<file path="config.mk">
export PLATFORM = sky130hd
export DESIGN_NAME = ssca_ctrl
export DESIGN_NICKNAME = d
export VERILOG_FILES = /design/src/sv/ssca_pkg.sv /design/src/sv/ssca_ctrl.sv
export SDC_FILE = /design/constraint.sdc
export NUM_CORES = 1
export LEC_CHECK = 0
export BUFFER_PORTS_ARGS = -buffer_cell sky130_fd_sc_hd__clkbuf_2
export CAP_MARGIN = 15
export CORE_MARGIN = 2
export CORE_UTILIZATION = 46
export CTS_CLUSTER_DIAMETER = 80
export DETAILED_ROUTE_END_ITERATION = 6
export GPL_TIMING_DRIVEN = 0
export PLACE_DENSITY = 0.74
export RECOVER_POWER = 25
export SLEW_MARGIN = 10
export SYNTH_ARGS = -nofsm -noshare
export SYNTH_HDL_FRONTEND = slang
export SYNTH_SLANG_ARGS = --single-unit
</file>
<file path="constraint.sdc">
create_clock -name clk -period 1.5 [get_ports clk]
set_clock_uncertainty 0.1 [all_clocks]
set_input_delay 0.15 -clock clk [delete_from_list [all_inputs] [get_ports clk]]
set_output_delay 0.15 -clock clk [all_outputs]
set_load 0.02 [all_outputs]
</file>
<file path="src/sv/ssca_pkg.sv">
// shared constants, codes and controller/datapath interface types for the slab allocator
`timescale 1ns / 1ps

package ssca_pkg;

  // default geometry
  localparam int POOL_BYTES_DEF  = 65536;
  localparam int MIN_CHUNK_DEF   = 8;
  localparam int NUM_CLASSES_DEF = 9;

  // fixed field widths
  localparam int SLAB_W   = 13;
  localparam int SIZE_W   = 16;
  localparam int ADDR_W   = 16;
  localparam int STATUS_W = 3;

  localparam logic [SLAB_W-1:0] SLAB_RESET = 13'd4096;

  // result status codes
  typedef enum logic [STATUS_W-1:0] {
    ST_OK      = 3'd0,
    ST_ZERO    = 3'd1,
    ST_LARGE   = 3'd2,
    ST_OOM     = 3'd3,
    ST_BADFREE = 3'd4
  } status_t;

  // operation codes
  localparam logic OP_ALLOC = 1'b0;
  localparam logic OP_FREE  = 1'b1;

  // commands from controller to datapath
  typedef struct packed {
    logic    latch;
    logic    clear_step;
    logic    carve_init;
    logic    carve_step;
    logic    pop_write;
    logic    free_write;
    logic    respond;
    logic    resp_grant;
    status_t resp_status;
  } cmd_t;

  // status from datapath to controller
  typedef struct packed {
    logic op_free;
    logic zero;
    logic too_big;
    logic head_empty;
    logic oom;
    logic bad_addr;
    logic carve_last;
    logic clear_last;
    logic rec_bad;
  } sts_t;

endpackage

</file>
<file path="src/sv/ssca_ctrl.sv">
// sequencing state machine for the slab allocator
`timescale 1ns / 1ps

module ssca_ctrl (
  input  logic          clk,
  input  logic          rst,
  input  logic          start,
  output logic          busy,
  input  ssca_pkg::sts_t sts,
  output ssca_pkg::cmd_t cmd
);

  typedef enum logic [7:0] {
    S_CLEAR    = 8'b0000_0001,
    S_IDLE     = 8'b0000_0010,
    S_CHECK    = 8'b0000_0100,
    S_CARVE    = 8'b0000_1000,
    S_POP_RD   = 8'b0001_0000,
    S_POP_WR   = 8'b0010_0000,
    S_FREE_RD  = 8'b0100_0000,
    S_FREE_CHK = 8'b1000_0000
  } state_t;

  state_t state, state_next;

  // state register, clearing pass runs first after reset
  always_ff @(posedge clk) begin
    if (rst) begin
      state <= S_CLEAR;
    end else begin
      state <= state_next;
    end
  end

  assign busy = (state != S_IDLE);

  // next state and datapath commands
  always_comb begin
    state_next      = state;
    cmd             = '0;
    cmd.resp_status = ssca_pkg::ST_OK;
    case (state)
      S_CLEAR: begin
        cmd.clear_step = 1'b1;
        if (sts.clear_last) begin
          state_next = S_IDLE;
        end
      end
      S_IDLE: begin
        if (start) begin
          cmd.latch  = 1'b1;
          state_next = S_CHECK;
        end
      end
      S_CHECK: begin
        if (sts.op_free) begin
          if (sts.bad_addr) begin
            cmd.respond     = 1'b1;
            cmd.resp_status = ssca_pkg::ST_BADFREE;
            state_next      = S_IDLE;
          end else begin
            state_next = S_FREE_RD;
          end
        end else if (sts.zero) begin
          cmd.respond     = 1'b1;
          cmd.resp_status = ssca_pkg::ST_ZERO;
          state_next      = S_IDLE;
        end else if (sts.too_big) begin
          cmd.respond     = 1'b1;
          cmd.resp_status = ssca_pkg::ST_LARGE;
          state_next      = S_IDLE;
        end else if (sts.head_empty) begin
          if (sts.oom) begin
            cmd.respond     = 1'b1;
            cmd.resp_status = ssca_pkg::ST_OOM;
            state_next      = S_IDLE;
          end else begin
            cmd.carve_init = 1'b1;
            state_next     = S_CARVE;
          end
        end else begin
          state_next = S_POP_RD;
        end
      end
      S_CARVE: begin
        cmd.carve_step = 1'b1;
        if (sts.carve_last) begin
          state_next = S_POP_RD;
        end
      end
      S_POP_RD: begin
        state_next = S_POP_WR;
      end
      S_POP_WR: begin
        cmd.pop_write  = 1'b1;
        cmd.respond    = 1'b1;
        cmd.resp_grant = 1'b1;
        state_next     = S_IDLE;
      end
      S_FREE_RD: begin
        state_next = S_FREE_CHK;
      end
      S_FREE_CHK: begin
        cmd.respond = 1'b1;
        if (sts.rec_bad) begin
          cmd.resp_status = ssca_pkg::ST_BADFREE;
        end else begin
          cmd.free_write = 1'b1;
        end
        state_next = S_IDLE;
      end
      default: begin
        state_next = S_IDLE;
      end
    endcase
  end

  // an accepted item always makes the block busy next cycle
  a_accept_busy: assert property (@(posedge clk) disable iff (rst)
    (start && !busy) |=> busy)
    else $error("accepted item did not make the block busy");

  // every response ends the item
  a_respond_idle: assert property (@(posedge clk) disable iff (rst)
    cmd.respond |=> (state == S_IDLE))
    else $error("response issued without returning to idle");

endmodule

</file>
Word level (Yosys, flattened, before mapping)
Index checks and enable logic that the tools add are counted.

Equal/unequal tests: 12. Multiplexer cells: 38. Reduce and logical (&&, ||, !) cells: 2.

Operators by type and width (number): $mux W8 (6); $pmux W8 S6 (1); $mux W1 (19); $mux W3 (3); $eq A8 B1 Y1 const B (1); $eq A8 B2 Y1 const B (1); $eq A8 B3 Y1 const B (1); $eq A8 B4 Y1 const B (1); $eq A8 B5 Y1 const B (1); $eq A8 B6 Y1 const B (1); $eq A8 B7 Y1 const B (1); $eq A8 B8 Y1 const B (1); $mux W2 (4); $ne A8 B2 Y1 const B (1); $mux W7 (1); $ne A2 B2 Y1 const B (3); $pmux W3 S2 (1); $mux W5 (1); $mux W4 (1); $reduce_and A3 Y1 (1); $pmux W1 S2 (1); $reduce_or A2 Y1 (1).

Flip-flop bits (word level): 8. Input port bits: 12. Word-level logic and storage cells: 53.

Depth between registers and ports, before layout
Depth after elaboration: 6. Gate-level depth with buffers: 5. Depth with buffers taken out: 4.

Worst setup path before layout
Ideal clock, no wire load.

Path kind: register to output. Start point: register state[2]. End point: output port cmd[6] (netlist bit). Arrival time: 1643 ps. Path slack: -393 ps. Cell stages (with the launch flop): 6. Path buffers: 2. Path through: dfxtp_1 > buf_2 > nor3_1 > nand3b_1 > nor3b_1 > buf_4.

RTL lines: start, declared (RTL line ssca_ctrl.sv:24) `state_t state, state_next;`; start signal, assigned (RTL line ssca_ctrl.sv:31) `state <= state_next;`; end, declared (RTL line ssca_ctrl.sv:10) `output ssca_pkg::cmd_t cmd`.

==> flow_summary.json <==
{
  "synthCells": 66,
  "routedWlPerCell_um": 18.0,
  "netlist_area_sq_um": 604,
  "portBuffers": 23,
  "numCtsBuffers": 3,
  "async_reset_ff_frac": 0,
  "dieArea_sq_mm": 0.00162,
  "cts_max_level": 1,
  "wl_um": 2110,
  "place_hpwl_um": 1130,
  "fmax_mhz": 523,
  "grt_pass1_wl_um": 2720,
  "outcome": "finished with violations",
  "p_leak_nw": 0.455,
  "ys.flop_type": "dfxtp_1",
  "clkLatencyLatePin_ns": 0.26,
  "io_pins": 24,
  "ir_worst_vdd_mv": 0.747,
  "cts_tree": "built",
  "drv_slew": 0,
  "firstDrtPassIters": 4,
  "finalSetupViolCount": 15,
  "clock_sinks": 8,
  "start_util": 0.476,
  "yosysWarnings": 0,
  "core_area_sq_mm": 0.00127,
  "viasPerCell": 6.25,
  "reg.largest.list": "state (8)",
  "worst_pin_slew_ns": 0.509,
  "cts_root_buffer": "clkbuf_4",
  "die_y_um": 40.2,
  "slew_headroom": 0.660,
  "maxCapViolCount": 0,
  "drive_gt1_frac": 0.647,
  "route.detailed.drc": 0,
  "crit_arrival_ns": 1.66,
  "worst-endpoint-required_ns": 1.25,
  "final_nets": 116,
  "drtIter0Drc": 15,
  "track_usage": 0.258,
  "cts.clk_slew.worst_paths_ns": 0.06,
  "n_antenna_cell": 0,
  "total_power_w": 0.000542,
  "area_growth_pct": 74.1,
  "cp_max_fo": 9,
  "fill_cells": 76,
  "fin_ws_ns": -0.410,
  "top_register": "state",
  "drtAntennaViolNets": 0,
  "grt_overflow": 0,
  "min_path_type": "in -> reg",
  "violations": "setup timing",
  "synth_edf_count": 0,
  "finalHoldViolCount": 0,
  "largest_reg_flops": 8,
  "finalCritPeriodShare": 1.27,
  "grt_pass1_vias": 615,
  "endpoint_kind": "output pin",
  "antenna_found_initial": 0,
  "power_density_mw_per_mm2": 515,
  "syn_nets": 78,
  "reg2reg_slack_ns": -0.14,
  "synth_area_per_cell_sq_um": 9.16,
  "gp_congestion": 0.793,
  "num_rows": 13,
  "cts_buffer_depth": 2,
  "final_util": 0.829,
  "fin_crit_ns": 1.91,
  "synth-seq-cells": 8,
  "rsz0062_at_grt": "yes",
  "path_class": "reg -> out",
  "start_kind": "register",
  "ys_seq_area_frac": 0.265,
  "via_count": 731,
  "die_w_um": 40.2,
  "grt_max_degree": 11,
  "yosysUniqueCellTypes": 38
}
==> cells in the final DEF (no fill, tap or decap), types with 2 or more instances in the layout <==
cell type	count
buf_4	14
clkbuf_2	11
buf_6	7
nor2_4	3
inv_1	3
nor3_1	3
clkbuf_4	3
dfxtp_2	3
dfxtp_4	3
nor3_4	2
nand3b_1	2
nor3b_2	2
a2111oi_2	2
nor2b_1	2
nor2_1	2
nor4b_2	2
o211ai_1	2
and2b_1	2
clkbuf_8	2
buf_8	2
dfxtp_1	2
==> critical path, stage by stage, from the launching register on <==
cell,delay (ns)
dfxtp_2,0.40
nor3_4,0.17
nand3b_1,0.22
nor3b_2,0.29
nor2b_4,0.19
buf_8,0.11
==> final timing paths <==
kind	startpoint	end	depth (start not counted)
worst max-delay path	state[2]	cmd[5]	5
worst min-delay path	rst	state[2]	2
worst max register to register	state[4]	state[1]	6
worst min register to register	state[1]	state[5]	3
==> metrics by stage <==
step / area [sq um] / worst slack (ns) / TNS [ns] / instances / hold slack (ns)
after floorplan: 656 / -0.135 / -0.236 / 66 / 0.122
after global placement: 790 / -0.164 / -1.00 / 104 / 0.254
after detailed placement: 790 / -0.212 / -1.20 / 104 / 0.260
after CTS: 951 / -0.303 / -3.10 / 113 / 0.0626
after global routing: 1050 / -0.464 / -4.76 / 117 / 0.0829
final: 1050 / -0.410 / -3.67 / 117 / 0.0699
==> power by group <==
group | internal, W | switching [W] | total, W
registers | 0.000215 | 0.0000137 | 0.000228
clock network | 0.0000922 | 0.0000823 | 0.000175
logic | 0.0000673 | 0.0000715 | 0.000139
total | 0.000374 | 0.000168 | 0.000542
==> layer usage <==
metal / GRT usage / vias up / part of all wire
met3: 0.0556 / 12 / 0.055
met5: 0 / - / 0
li1: - / 334 / -
met1: 0.341 / 349 / 0.42
met4: 0.142 / 0 / 0.033
met2: 0.387 / 36 / 0.50
==> synth_stat cells (all sizes together), types with 2 or more instances <==
cell type  count  share of area
dfxtp          8           0.27
nor3           6          0.068
nor2           5          0.035
buf            4          0.037
a2111oi        3          0.058
inv            3          0.019
nor2b          3          0.031
nor3b          3          0.037
nor4b          3          0.064
and2b          2          0.025
and3b          2          0.031
nand3b         2          0.025
nand4          2          0.046
nor4           2          0.021
o211ai         2          0.025
o21ai          2          0.017
==> kinds of logic after synthesis <==
group / share of synthesized area
simple gates: 0.470
xor+xnor: 0.0290
buf+inv: 0.0559
compound gates: 0.180
flops: 0.265
==> timing repair <==
action / CTS / global route
pin swaps: 11 / 15
resized for setup: 26 / 28
hold buffers: 1 / 0
endpoints found under the hold margin: 1 / 0
setup endpoints to repair: 16 / 17
buffers inserted: 7 / 5
==> final cells by class <==
type	count	area, sq um	share of cell area
well taps	15	18.8	0.0178
clock buffers	3	22.5	0.0214
plain buffers	2	18.8	0.0178
flip-flops and latches	8	175	0.166
multi-input cells	51	518	0.492
inverters	3	11.3	0.0107
repair buffers	35	288	0.273
(Power assumes the default switching activity.)
